`src/rtl/core/swr_pkg.sv`:
```
// Shared types and constants for the stop-and-wait receiver.
`default_nettype none

package swr_pkg;

    typedef enum logic [1:0] {
        PH_WAIT   = 2'd0,
        PH_DATA   = 2'd1,
        PH_CLOSED = 2'd2
    } phase_t;

    localparam logic [1:0] RTYPE_DATA = 2'd0;
    localparam logic [1:0] RTYPE_SYN  = 2'd1;
    localparam logic [1:0] RTYPE_FIN  = 2'd2;

    localparam logic [7:0] HTYPE_SYN = 8'd1;
    localparam logic [7:0] HTYPE_FIN = 8'd2;

    localparam logic [15:0] SUM_GOOD = 16'hFFFF;
    localparam int          HDR_LEN  = 8;

    localparam int OUT_DEPTH = 4;
    localparam int OUT_PTR_W = $clog2(OUT_DEPTH);

    typedef struct packed {
        logic [7:0] seq;
        logic [7:0] ack;
        logic       flag;
        logic [1:0] rtype;
    } reply_t;

    typedef struct packed {
        logic       result_kind;
        logic [7:0] payload_byte;
        logic       packet_accepted;
        logic       reply_valid;
        reply_t     reply;
        logic       file_done;
        logic [1:0] session_phase;
        logic       length_error;
    } result_t;

endpackage

`default_nettype wire

```
`src/rtl/core/swr_core.sv`:
```
// Header parse, checksum fold and session decisions, one byte per cycle while in_fire is high.
`default_nettype none

module swr_core #(
    parameter int MAX_DATAGRAM = 16384
) (
    input  logic            aclk,
    input  logic            aresetn,
    input  logic            in_fire,
    input  logic [7:0]      in_byte,
    input  logic            in_last,
    output swr_pkg::result_t res_first,
    output swr_pkg::result_t res_second,
    output logic [1:0]      res_count
);
    import swr_pkg::*;

    localparam int POS_W = $clog2(MAX_DATAGRAM + 2);
    localparam logic [POS_W-1:0] POS_LIMIT = POS_W'(MAX_DATAGRAM);
    localparam logic [POS_W-1:0] POS_OVER  = POS_W'(MAX_DATAGRAM + 1);

    localparam logic [16:0] P_SEQ    = 17'd0;
    localparam logic [16:0] P_ACK    = 17'd1;
    localparam logic [16:0] P_TYPE   = 17'd3;
    localparam logic [16:0] P_LEN_HI = 17'd4;
    localparam logic [16:0] P_LEN_LO = 17'd5;
    localparam logic [16:0] P_HDR    = 17'(HDR_LEN);

    phase_t           phase_reg, phase_next;
    logic [7:0]       exp_seq_reg, exp_seq_next;
    logic [POS_W-1:0] pos_reg, pos_next;
    logic [15:0]      dlen_reg, dlen_next;
    logic [15:0]      sum_reg, sum_next;
    logic [7:0]       pend_reg, pend_next;
    logic [7:0]       hseq_reg, hseq_next;
    logic [7:0]       hack_reg, hack_next;
    logic [7:0]       htype_reg, htype_next;
    reply_t           last_reply_reg, last_reply_next;

    function automatic logic [15:0] fold(input logic [15:0] acc, input logic [15:0] w);
        logic [16:0] s;
        s = {1'b0, acc} + {1'b0, w};
        return s[15:0] + {15'd0, s[16]};
    endfunction

    always_comb begin
        logic [16:0] p_ext;
        logic [16:0] span;
        logic [16:0] count;
        logic [16:0] inc;
        logic        in_range;
        logic        is_data;
        logic        in_span;
        logic        step_fold;
        logic        end_fold;
        logic        over;
        logic        valid;
        logic        send;
        logic        accepted;
        logic        fdone;
        logic        payload;
        logic [15:0] word;
        logic [15:0] sum_w;
        logic [7:0]  seq_inc;
        reply_t      rep;
        result_t     rpt;
        result_t     pl;

        phase_next      = phase_reg;
        exp_seq_next    = exp_seq_reg;
        last_reply_next = last_reply_reg;
        hseq_next       = hseq_reg;
        hack_next       = hack_reg;
        htype_next      = htype_reg;
        dlen_next       = dlen_reg;
        rep             = '0;
        send            = 1'b0;
        accepted        = 1'b0;
        fdone           = 1'b0;
        rpt             = '0;
        pl              = '0;

        p_ext    = 17'(pos_reg);
        in_range = pos_reg < POS_LIMIT;

        if (in_range) begin
            unique case (p_ext)
                P_SEQ:    hseq_next  = in_byte;
                P_ACK:    hack_next  = in_byte;
                P_TYPE:   htype_next = in_byte;
                P_LEN_HI: dlen_next  = {in_byte, 8'd0};
                P_LEN_LO: dlen_next  = {dlen_reg[15:8], in_byte};
                default:  ;
            endcase
        end

        is_data = htype_next != HTYPE_SYN && htype_next != HTYPE_FIN;
        span    = (phase_reg == PH_DATA && is_data) ? P_HDR + 17'(dlen_next) : P_HDR;
        in_span = in_range && p_ext < span;

        step_fold = in_span && p_ext[0];
        pend_next = (in_span && !p_ext[0]) ? in_byte : pend_reg;
        pos_next  = in_range ? pos_reg + POS_W'(1) : POS_OVER;

        payload = phase_reg == PH_DATA && in_range && p_ext >= P_HDR &&
                  p_ext < P_HDR + 17'(dlen_next) && is_data && hseq_next == exp_seq_reg;

        count = 17'(pos_next);
        over  = pos_next > POS_LIMIT;
        inc   = (count < span) ? count : span;
        // odd span: pad the last high byte with zero; never coincides with a step fold
        end_fold = in_last && !over && phase_reg != PH_CLOSED && inc[0];

        word     = step_fold ? {pend_reg, in_byte} : {pend_next, 8'd0};
        sum_w    = fold(sum_reg, word);
        sum_next = (step_fold || end_fold) ? sum_w : sum_reg;
        valid    = sum_next == SUM_GOOD;
        seq_inc  = hseq_next + 8'd1;

        if (in_last && !over) begin
            unique case (phase_reg)
                PH_WAIT: begin
                    if (htype_next == HTYPE_SYN && valid) begin
                        rep             = '{seq: hseq_next, ack: seq_inc, flag: 1'b1,
                                            rtype: RTYPE_SYN};
                        send            = 1'b1;
                        phase_next      = PH_DATA;
                        exp_seq_next    = 8'd0;
                        last_reply_next = '0;
                    end else begin
                        phase_next = PH_CLOSED;
                    end
                end
                PH_DATA: begin
                    if (htype_next == HTYPE_FIN) begin
                        if (valid) begin
                            rep  = '{seq: hseq_next, ack: seq_inc, flag: 1'b1,
                                     rtype: RTYPE_FIN};
                            send = 1'b1;
                        end
                        phase_next = PH_CLOSED;
                    end else if (is_data && hseq_next == exp_seq_reg) begin
                        if (valid) begin
                            rep             = '{seq: seq_inc, ack: hack_next, flag: 1'b1,
                                                rtype: RTYPE_DATA};
                            send            = 1'b1;
                            accepted        = 1'b1;
                            last_reply_next = rep;
                            fdone           = hack_next == 8'd0;
                            exp_seq_next    = fdone ? 8'd0 : seq_inc;
                        end
                    end else begin
                        // out of sequence or stray SYN: resend the last reply
                        rep  = last_reply_reg;
                        send = 1'b1;
                    end
                end
                default: ;
            endcase
        end

        rpt.result_kind     = 1'b1;
        rpt.length_error    = over;
        rpt.packet_accepted = accepted;
        rpt.file_done       = fdone;
        rpt.reply_valid     = send;
        rpt.reply           = rep;
        rpt.session_phase   = phase_next;

        pl.payload_byte = in_byte;

        if (payload) begin
            res_first  = pl;
            res_second = rpt;
            res_count  = in_last ? 2'd2 : 2'd1;
        end else begin
            res_first  = rpt;
            res_second = '0;
            res_count  = in_last ? 2'd1 : 2'd0;
        end

        // drop all per-datagram state after the report
        if (in_last) begin
            pos_next   = '0;
            dlen_next  = '0;
            sum_next   = '0;
            pend_next  = '0;
            hseq_next  = '0;
            hack_next  = '0;
            htype_next = '0;
        end
    end

    always_ff @(posedge aclk) begin
        if (!aresetn) begin
            phase_reg      <= PH_WAIT;
            exp_seq_reg    <= '0;
            pos_reg        <= '0;
            dlen_reg       <= '0;
            sum_reg        <= '0;
            pend_reg       <= '0;
            hseq_reg       <= '0;
            hack_reg       <= '0;
            htype_reg      <= '0;
            last_reply_reg <= '0;
        end else if (in_fire) begin
            phase_reg      <= phase_next;
            exp_seq_reg    <= exp_seq_next;
            pos_reg        <= pos_next;
            dlen_reg       <= dlen_next;
            sum_reg        <= sum_next;
            pend_reg       <= pend_next;
            hseq_reg       <= hseq_next;
            hack_reg       <= hack_next;
            htype_reg      <= htype_next;
            last_reply_reg <= last_reply_next;
        end
    end

endmodule

`default_nettype wire

```
`src/rtl/core/swr_fifo.sv`:
```
// Small result queue: takes up to two words a cycle, hands out one.
`default_nettype none

module swr_fifo (
    input  logic             aclk,
    input  logic             aresetn,
    input  logic [1:0]       push_count,
    input  swr_pkg::result_t push_first,
    input  swr_pkg::result_t push_second,
    input  logic             pop,
    output swr_pkg::result_t head,
    output logic             not_empty,
    output logic             room_for_two
);
    import swr_pkg::*;

    result_t                mem [OUT_DEPTH];
    logic [OUT_PTR_W-1:0]   wr_ptr_reg, wr_ptr_next;
    logic [OUT_PTR_W-1:0]   rd_ptr_reg, rd_ptr_next;
    logic [OUT_PTR_W:0]     level_reg, level_next;

    always_comb begin
        wr_ptr_next = wr_ptr_reg + OUT_PTR_W'(push_count);
        rd_ptr_next = rd_ptr_reg + OUT_PTR_W'(pop);
        level_next  = level_reg + (OUT_PTR_W + 1)'(push_count) - (OUT_PTR_W + 1)'(pop);
    end

    assign head         = mem[rd_ptr_reg];
    assign not_empty    = level_reg != '0;
    assign room_for_two = level_reg <= (OUT_PTR_W + 1)'(OUT_DEPTH - 2);

    always_ff @(posedge aclk) begin
        if (push_count != 2'd0) begin
            mem[wr_ptr_reg] <= push_first;
        end
        if (push_count == 2'd2) begin
            mem[wr_ptr_reg + OUT_PTR_W'(1)] <= push_second;
        end
    end

    always_ff @(posedge aclk) begin
        if (!aresetn) begin
            wr_ptr_reg <= '0;
            rd_ptr_reg <= '0;
            level_reg  <= '0;
        end else begin
            wr_ptr_reg <= wr_ptr_next;
            rd_ptr_reg <= rd_ptr_next;
            level_reg  <= level_next;
        end
    end

endmodule

`default_nettype wire

```
`src/rtl/core/stop_and_wait_receiver_unit.sv`:
```
// Top level of the stop-and-wait receiver.
// Takes one datagram byte per cycle, tlast on the final byte. Each byte sits in an input
// register until it can move on, then the parser updates header fields, position and the
// one's-complement checksum and writes its results into a four-word output queue. A data
// payload byte gives one word (tuser 0) at once; the final byte gives the end-of-datagram
// report (tuser 1), after the payload word when that byte is payload too. Sustained rate is
// one byte per cycle while the sink takes one word per cycle; the only other limit is the
// output queue, which must have two free words before a byte moves on from the input
// register.
`default_nettype none

module stop_and_wait_receiver_unit #(
    parameter int MAX_DATAGRAM = 16384
) (
    input  logic        aclk,
    input  logic        aresetn,
    input  logic        s_axis_tvalid,
    output logic        s_axis_tready,
    input  logic [7:0]  s_axis_tdata,   // [7:0] data_byte
    input  logic        s_axis_tlast,   // last_byte
    output logic        m_axis_tvalid,
    input  logic        m_axis_tready,
    // [7:0] payload_byte, [8] packet_accepted, [9] reply_valid, [17:10] reply_seq,
    // [25:18] reply_ack, [26] reply_ack_flag, [28:27] reply_type, [29] file_done,
    // [31:30] session_phase, [32] length_error, [39:33] zero
    output logic [39:0] m_axis_tdata,
    output logic [0:0]  m_axis_tuser    // [0] result_kind
);
    import swr_pkg::*;

    logic       in_valid_reg;
    logic [7:0] in_byte_reg;
    logic       in_last_reg;
    logic       proc_fire;
    logic       room_for_two;
    logic [1:0] res_count;
    logic [1:0] push_count;
    result_t    res_first;
    result_t    res_second;
    result_t    head;

    assign proc_fire     = in_valid_reg && room_for_two;
    assign s_axis_tready = !in_valid_reg || proc_fire;
    assign push_count    = proc_fire ? res_count : 2'd0;

    always_ff @(posedge aclk) begin
        if (!aresetn) begin
            in_valid_reg <= 1'b0;
        end else if (s_axis_tready) begin
            in_valid_reg <= s_axis_tvalid;
        end
    end

    always_ff @(posedge aclk) begin
        if (s_axis_tready && s_axis_tvalid) begin
            in_byte_reg <= s_axis_tdata;
            in_last_reg <= s_axis_tlast;
        end
    end

    swr_core #(
        .MAX_DATAGRAM(MAX_DATAGRAM)
    ) u_core (
        .aclk      (aclk),
        .aresetn   (aresetn),
        .in_fire   (proc_fire),
        .in_byte   (in_byte_reg),
        .in_last   (in_last_reg),
        .res_first (res_first),
        .res_second(res_second),
        .res_count (res_count)
    );

    swr_fifo u_fifo (
        .aclk        (aclk),
        .aresetn     (aresetn),
        .push_count  (push_count),
        .push_first  (res_first),
        .push_second (res_second),
        .pop         (m_axis_tvalid && m_axis_tready),
        .head        (head),
        .not_empty   (m_axis_tvalid),
        .room_for_two(room_for_two)
    );

    assign m_axis_tuser = head.result_kind;
    assign m_axis_tdata = {7'd0, head.length_error, head.session_phase, head.file_done,
                           head.reply.rtype, head.reply.flag, head.reply.ack,
                           head.reply.seq, head.reply_valid, head.packet_accepted,
                           head.payload_byte};

endmodule

`default_nettype wire

```
`config.mk`:
```
export PLATFORM = sky130hd
export DESIGN_NAME = stop_and_wait_receiver_unit
export DESIGN_NICKNAME = d
export VERILOG_FILES = /design/src/rtl/core/swr_pkg.sv /design/src/rtl/core/swr_core.sv /design/src/rtl/core/swr_fifo.sv /design/src/rtl/core/stop_and_wait_receiver_unit.sv
export SDC_FILE = /design/constraint.sdc
export NUM_CORES = 1
export LEC_CHECK = 0
export ABC_AREA = 1
export BUFFER_PORTS_ARGS = -buffer_cell sky130_fd_sc_hd__buf_4
export CAP_MARGIN = 20
export CORE_UTILIZATION = 64
export CTS_CLUSTER_DIAMETER = 50
export DETAILED_ROUTE_END_ITERATION = 10
export PLACE_DENSITY = 0.82
export SLEW_MARGIN = 0
export SYNTH_ARGS = -nofsm -noshare
export SYNTH_HDL_FRONTEND = slang
export SYNTH_HIERARCHICAL = 1
export SYNTH_SLANG_ARGS = --single-unit
```
`constraint.sdc`:
```
create_clock -name aclk -period 9.3 [get_ports aclk]
set_input_delay 1.395 -clock aclk [delete_from_list [all_inputs] [get_ports aclk]]
set_output_delay 1.395 -clock aclk [all_outputs]
set_load 0.01 [all_outputs]
```
Word-level counts from Yosys, hierarchy flattened

Memory sizes are Yosys's and may differ from the RTL's. A register that Yosys moved wholly into a read port is not among the register bits.
Index checks and enable logic that the tools add are counted.

Register bits after elaboration: 125
Bits in latches: 0
RAM bits: 136
ROM bits: 0
Bits of input ports: 13
Memories: 1

Add/subtract/negate cells: 10
$mul: 0
Divide/modulo/power cells: 0
$lt $le $gt $ge: 7
Eq/ne operators: 17
Shift-type cells: 0
Muxes and demuxes: 69
Bitwise operators: 0
Reduce and logical (&&, ||, !) cells: 30

Memory list:

| name       | depth | bits a word | rd ports | clocked after memory_dff | write ports | RTL line       | text |
|---|---|---|---|---|---|---|---|
| u_fifo.mem | 4     | 34          | 1        | 1                        | 2           | swr_fifo.sv:17 | `result_t mem [OUT_DEPTH];` |

Operators by type and width:

| kind                                                 | count |
|---|---|
| two-way mux 19 bit                                   | 10 |
| two-way mux 8 bit                                    | 16 |
| two-way mux 16 bit                                   | 5 |
| one-hot mux 19 bit (2 select lines)                  | 2 |
| two-way mux 34 bit                                   | 2 |
| < comparator 15 x 17 -> 1 bit                        | 3 |
| one-hot mux 16 bit (2 select lines)                  | 1 |
| == test 15 x 3 -> 1 bit, second input constant       | 2 |
| two-way mux 15 bit                                   | 2 |
| two-way mux 1 bit                                    | 20 |
| logical AND 1 bit                                    | 18 |
| adder 16 x 16 -> 17 bit                              | 1 |
| adder 4 x 16 -> 17 bit, first input constant         | 1 |
| two-way mux 17 bit                                   | 1 |
| adder 16 x 1 -> 16 bit                               | 1 |
| == test 16 bit, second input constant                | 1 |
| one-hot mux 8 bit (2 select lines)                   | 1 |
| adder 15 x 1 -> 15 bit, second input constant        | 1 |
| == test 15 x 1 -> 1 bit, second input constant       | 1 |
| == test 15 x 2 -> 1 bit, second input constant       | 1 |
| >= comparator 15 x 4 -> 1 bit, second input constant | 1 |
| > comparator 15 bit, second input constant           | 1 |
| zero test 15 bit                                     | 1 |
| < comparator 15 bit, second input constant           | 1 |
| other kinds (26)                                     | 39 |

Depth between registers and ports, before layout

Gate-level depths: netlist (run 1).

Word-level depth: 22
Depth in mapped cells: 67
Mapped depth without buffers: 63

By module

The synthesis (run 1) kept the hierarchy.

Modules (own cells, without submodules):

| module                      | instances | cells each | area each (µm²) | seq. area each (µm²) |
|---|---|---|---|---|
| swr_core                    | 1         | 1504       | 9246.4          | 2122.0 |
| swr_fifo                    | 1         | 794        | 7290.7          | 4224.1 |
| stop_and_wait_receiver_unit | 1         | 32         | 407.9           | 290.3 |

Worst setup path before layout (run 1)

OpenSTA, ideal clock, no wires.

Path kind: reg2reg
Start: register u_core.pos_reg[0]
End: memory u_fifo/mem[0][1] (netlist name) (data pin)
Arrival: 8282 ps
Path slack: 876 ps
Cell stages (with the launch flop): 61
Path buffers: 2
Cell sequence: dfxtp_1 inv_1 ha_1 inv_1 nor2_2 nand3_4 nand2_1 o22ai_2 and3_2 nand4_1 nor2_1 nand2_1 nor2_1 xnor2_1 or2_2 ha_1 a21oi_1 nand2_1 (+25 left out) nor2_1 nand2_1 nor2_1 nand2_1 nor2_1 xor2_1 nand2_1 nand2_1 nor2_1 nand2_1 nor2_1 buf_4 nand4_4 nor2_1 inv_2 a21oi_1 nand2_1 o21ai_2

RTL lines:

| element                | RTL line        | text |
|---|---|---|
| from (decl)            | swr_core.sv:31  | `logic [POS_W-1:0] pos_reg, pos_next;` |
| from (signal assigned) | swr_core.sv:209 | `pos_reg <= pos_next;` |
| to (decl)              | swr_fifo.sv:17  |  |

==> results.yml, run 1 <==
outcome:
  status: "finished clean"
setup_path:
  crit_fanout: 8
  cp-start-kind: "flop"
  critPathSlowestCell: "dfxtp_4"
  arrival_ns: 9.08
  ff2ff_path_depth: 62
  r2r_slack_ns: 0.58
  cpMostUsedCell: "nand2_1"
  path_class: "reg2reg"
  worst_ep_required_time_ns: 9.67
  r2r_start: "u_core/pos_reg[0]"
  endpoint_kind: "flop"
  worst_r2r_endpoint: "u_fifo/mem[0][18]"
  slowest_delay_ns: 0.38
clock_network:
  cts_tree: "yes"
  cts.sinks: 259
  clockBufferDepth: 3
  htreeDepth: 1
  worstSkewPairLatency_ns: 0.56
  numCtsBuffers: 30
  clkTransAtPathRegs_ns: 0.06
  cts_root_buffer: "clkbuf_16"
cells_and_area:
  utilization_pct: 73.7
  drive_above_1_share_pct: 13.5
  largest_reg_flops: 136
  final_area_mm2: 0.0192
  nets: 2460
  layout_commonest_cell: "nand2_1"
  mostFrequentLayoutCells: "nand2_1, inv_1, a21oi_1"
  area_growth_syn_to_layout_pct: 13.1
synthesis:
  ys_ff_latch: 259
  synth_cell_types: 58
  ys_warn_count: 6
  synth_area_mm2: 0.0169
  avgSynthCellArea_um2: 7.27
  syn_inst: 2330
  seq_area_frac_synth_pct: 39.2
  synthArstFlopShare_pct: 0
  yosys_most_used_dff: "edfxtp_1"
  synth-edff-count: 145
min_path:
  whs_path_depth: 2
  hold_end: "u_core/last_reply_reg[14]"
  hp-class: "reg2reg"
  hold_start: "u_core/last_reply_reg[14]"
floorplan:
  core_mm2: 0.0260
  start_util_pct: 65.2
  io_pins: 56
  die_w_um: 165
  die_area_mm2: 0.0271
  rows: 59
  die_h_um: 165
placement:
  hpwl_um: 29500
  gp_congestion: 1.00
  port_buffers: 48
  placed_area_mm2: 0.0176
grt:
  grt_pass1_vias: 14611
  grt_usage_pct: 32.7
  grt.overflow.total: 0
  antenna_found_initial: 1
  grt_max_degree: 83
  grt_pass1_wl_um: 71100
routing:
  routed_wl_um: 45400
  vias: 15878
  dr.pass1.iters: 7
  vias_per_cell: 5.81
  drc: 0
  postRouteAntennaNets: 0
  detail_route.wl_per_cell_um: 16.6
  drt-initial-drc-count: 1678
run:
  cap_violations: 0
power_and_ir_drop:
  p_leak_nw: 7.72
  power_density_mw_per_mm2: 176
  max-vdd-ir-drop_uv: 164
timing:
  drv_slew: 0
  period_share_pct: 93.7
  finalHoldViolCount: 0
  period_minus_slack_ns: 8.72
  relSlewSlack_pct: 31.6
  setup_viol: 0
  holdWs_ns: 0.462
  fmax_mhz: 115
  worst_pin_slew_ns: 1.03
  clock_skew_ns: 0.0142
routing by layer:
metal	wire length (um)	vias to the layer above	global-route usage, %
met5	0	-	0
met4	1090	0	10.5
met3	3580	95	3.84
met2	22400	736	57.5
met1	18300	7322	41.7
li1	-	7725	-
per-stage QoR:
stage | TNS, ns | std cells | setup slack [ns] | total power [mW]
6_report | 0 | 2733 | 0.584 | 3.37
2_1_floorplan | 0 | 2346 | 0.876 | 1.84
5_1_grt | -2.83 | 2732 | -0.107 | 3.53
3_3_place_gp | 0 | 2656 | 0.199 | 2.09
3_5_place_dp | -1.97 | 2656 | -0.111 | 2.11
4_1_cts | 0 | 2712 | 0.0531 | 3.37
area by class of cell:
type                            count  area (um2)
Tap cell                          335         419
Antenna cell                        1        2.50
Inverter                          281        1070
Multi-Input combinational cell   1678        9010
Clock inverter                     18         246
Clock buffer                       38         822
Fill cell                        1989        6830
Timing Repair Buffer              123         941
Sequential cell                   259        6650
critical path: cells and delay by family, from the launching register on:
family | cells | cell delay, ns
buf+inv | 8 | 0.80
flops | 1 | 0.38
simple gates | 37 | 4.49
fa+ha+maj | 6 | 1.39
xor+xnor | 2 | 0.21
compound gates | 9 | 1.25
Yosys cell counts (6+ instances only):
cell / count / area share [%]
nand2_1: 626 / 14
inv_1: 262 / 5.8
a21oi_1: 200 / 5.9
nor2_1: 185 / 4.1
o21ai_0: 155 / 4.6
edfxtp_1: 145 / 26
dfxtp_1: 114 / 13
nand3_1: 94 / 2.8
clkbuf_1: 72 / 1.6
ha_1: 72 / 5.3
o21ai_1: 68 / 2.0
o211ai_1: 36 / 1.6
xor2_1: 26 / 1.3
buf_2: 24 / 0.71
buf_4: 24 / 1.1
nor3_1: 19 / 0.56
nand2_2: 18 / 0.66
nand4_1: 17 / 0.63
o22ai_1: 17 / 0.63
o21ai_2: 16 / 0.83
inv_2: 15 / 0.33
xnor2_1: 12 / 0.62
nand3b_1: 11 / 0.49
nor2_2: 11 / 0.41
and3_1: 10 / 0.37
buf_6: 10 / 0.66
or2_2: 7 / 0.26
nor4_1: 6 / 0.22
how the worst max path moves through the flow:
stage,startpoint,end,cells past startpoint
global placement,u_core/pos_reg[0],u_fifo/mem[2][10],61
detailed placement,u_core/pos_reg[0],u_fifo/mem[1][21],60
floorplan,u_core/pos_reg[0],u_fifo/mem[0][1],60
finish,u_core/pos_reg[0],u_fifo/mem[0][18],62
CTS,u_core/pos_reg[1],u_fifo/mem[1][21],62
global route,u_core/pos_reg[0],u_fifo/mem[0][18],60
power breakdown:
group	total, mW	internal, mW	switching, mW
Combinational	0.807	0.285	0.522
Clock	1.26	0.771	0.487
Sequential	1.31	1.24	0.0636
Total	3.37	2.30	1.07
cell families (layout without fill, tap and decap cells):
| family | Yosys count | count (layout) | share of synthesized area, % |
|---|---|---|---|
| other | 2 | 19 | 0.0443 |
| xor gates and xnor gates | 38 | 38 | 1.96 |
| and+or+nand+nor | 1031 | 1034 | 26.3 |
| AOI/OAI and AO/OA | 514 | 514 | 16.6 |
| buffers and inverters | 412 | 460 | 10.3 |
| adders and majority gates | 74 | 74 | 5.55 |
| DFF | 259 | 259 | 39.2 |
what timing repair did:
item,in CTS,in global routing
endpoints found under the setup margin,79,123
gates resized for setup,7,81
cloned,0,4
pin swaps,0,29
setup buffers,0,16
hold buffers,0,0
Note: power is estimated with default switching activity, not from simulation.
==> inputs of run 2 (changes only) <==
Settings changed: CORE_UTILIZATION 64 to 48, CTS_CLUSTER_DIAMETER 50 to 30, PLACE_DENSITY 0.82 to not set.
==> run 2 against run 1 <==
  * Combinational power increased by 5.1%
  * Cell count increased by 6.7%
  * Non-clock buffer count increased by 3
  * Hold slack got worse by 0.0041 ns
  * Fmax decreased by 0.81%
  * Critical path type unchanged
  * Setup slack got worse by 0.072 ns
  * Largest cell class unchanged
  * Critical path depth decreased by 3
  * Largest power group is now the clock network
  * Flip-flop and latch count unchanged
  * Highest routed layer unchanged
==> results.yml, run 2 (synthesized netlist as in run 1, its figures left out) <==
outcome:
  status: "finished clean"
floorplan:
  die_h_um: 190
  core_mm2: 0.0346
  start_util_pct: 48.9
  die_w_um: 190
  io_pins: 56
  die_area_mm2: 0.0361
  rows: 68
setup_path:
  cpLargestDelayFamily: "simple AND/OR/NAND/NOR gates"
  cp-start-kind: "flop"
  slowest_delay_ns: 0.36
  crit_fanout: 11
  critPathSlowestCell: "a21oi_1"
  r2r_slack_ns: 0.51
  cp-startpoint: "u_core/pos_reg[7]"
  cpMostUsedCell: "nand2_1"
  ff2ff_path_depth: 59
  path_class: "reg2reg"
  endpoint_kind: "flop"
  worst_ep_required_time_ns: 9.69
  arrival_ns: 9.18
  worst_r2r_endpoint: "u_fifo/mem[1][1]"
  r2r_start: "u_core/pos_reg[7]"
  cp_num_buf_inv: 5
clock_network:
  clkTransAtPathRegs_ns: 0.05
  cts.sinks: 259
  cts_root_buffer: "clkbuf_16"
  htreeDepth: 3
  clockBufferDepth: 3
  cts_tree: "yes"
  numCtsBuffers: 66
  worstSkewPairLatency_ns: 0.56
  hold_buffers: 0
power_and_ir_drop:
  p_int_mw: 3.07
  power_density_mw_per_mm2: 213
  sw_frac_of_total_pct: 29.3
  p_leak_nw: 8.15
  p_comb_share_pct: 19.5
  clock_power_share_pct: 50.8
  switchingPower_mw: 1.27
  p_seq_share_pct: 29.7
  max-vdd-ir-drop_uv: 159
timing:
  drv_slew: 0
  worst_pin_slew_ns: 1.05
  finalHoldViolCount: 0
  period_share_pct: 94.5
  setup_tns_ns: 0
  period_minus_slack_ns: 8.79
  relSlewSlack_pct: 29.4
  fmax_mhz: 114
  clock_skew_ns: 0.0196
  setup_viol: 0
cells_and_area:
  diodes: 0
  utilization_pct: 58.9
  largest_reg_flops: 136
  final_area_mm2: 0.0204
  nets: 2496
  mostFrequentLayoutCells: "nand2_1, inv_1, a21oi_1"
  drive_above_1_share_pct: 15.4
  layout_commonest_cell: "nand2_1"
  area_growth_syn_to_layout_pct: 20.3
  finalNonFillerCells: 2916
min_path:
  hp-class: "reg2reg"
  whs_path_depth: 2
  hold_end: "u_core/last_reply_reg[14]"
  hold_start: "u_core/last_reply_reg[14]"
grt:
  grt.overflow.total: 0
  grt_usage_pct: 26.3
  grt_pass1_wl_um: 75100
  grt_pass1_vias: 14651
  antenna_found_initial: 0
  grt_max_degree: 109
placement:
  hpwl_um: 31500
  port_buffers: 48
  placed_area_mm2: 0.0178
  gp_congestion: 0.905
  dpl.cell_count: 2783
run:
  cap_violations: 0
routing:
  dr.pass1.iters: 5
  drt-initial-drc-count: 1111
  detail_route.wl_per_cell_um: 16.2
  drc: 0
  postRouteAntennaNets: 0
  vias_per_cell: 5.33
  vias: 15550
  routed_wl_um: 47100
-- run 2: changes by cell type in the layout (fill, tap and decap cells not counted), moves of 4 or more --
cell,before,now
clkbuf_16,31,71
clkbuf_1,5,20
clkinvlp_4,1,10
o21ai_1,73,77
inv_6,7,0
clkinv_2,1,6
-- run 2: power by group through the flow --
stage | Combinational (mW) | Clock [mW] | Sequential, mW
3_5_place_dp | 0.841 | 0 | 1.31
2_1_floorplan | 0.560 | 0 | 1.28
3_3_place_gp | 0.835 | 0 | 1.31
5_1_grt | 0.945 | 2.30 | 1.29
6_report | 0.848 | 2.20 | 1.29
4_1_cts | 0.846 | 2.24 | 1.29
-- run 2: stage by stage --
step	setup slack [ns]	hold WS, ns	power [mW]
finish	0.512	0.457	4.34
global route	-0.164	0.478	4.54
global placement	0.132	0.451	2.14
floorplan	0.876	0.440	1.84
detailed placement	-0.0304	0.453	2.15
CTS	0.0401	0.460	4.37
-- run 2: metal layers --
| metal | up-vias | part of all wire [%] | wire length, um | GRT usage, % |
|---|---|---|---|---|
| met1 | 7236 | 44 | 21000 | 34.1 |
| li1 | 7820 | - | - | - |
| met2 | 415 | 48 | 22600 | 44.6 |
| met4 | 0 | 2.2 | 1040 | 8.65 |
| met5 | - | 0 | 0 | 0 |
| met3 | 79 | 5.4 | 2530 | 3.97 |
-- run 2: final cells by class --
type / instances / area, um2
fillers: 3203 / 14200
multi-input cells: 1675 / 8960
well taps: 455 / 569
flip-flops and latches: 259 / 6640
clock inverters: 24 / 256
inverters: 281 / 1070
clock buffers: 96 / 1920
repair buffers: 126 / 962
-- run 2: timing repair --
action                     4_1_cts  5_1_grt
setup endpoints to repair        5      123
cloned                           0        1
buffers inserted                 0       12
pin swaps                        0       32
gates resized for setup          1       90
-- run 2: worst max-delay path by stage --
| stage | to | slack [ns] | depth (start not counted) |
|---|---|---|---|
| after global routing | u_fifo/mem[3][12] | -0.16 | 58 |
| after global placement | u_fifo/mem[3][3] | 0.13 | 55 |
| after CTS | u_fifo/mem[3][10] | 0.04 | 57 |
| final | u_fifo/mem[1][1] | 0.51 | 59 |
| after detailed placement | u_fifo/mem[2][3] | -0.03 | 55 |
| after floorplan | u_fifo/mem[0][1] | 0.88 | 60 |
-- run 2: worst register-to-register path: cells and delay by family (launching register included) --
family,cells,cell delay (ns)
buffers and inverters,5,0.54
AO/OA/AOI/OAI,10,1.65
XOR/XNOR,2,0.19
adder cells (fa/ha/maj),3,0.84
flip-flops,1,0.31
AND/OR/NAND/NOR,39,5.16
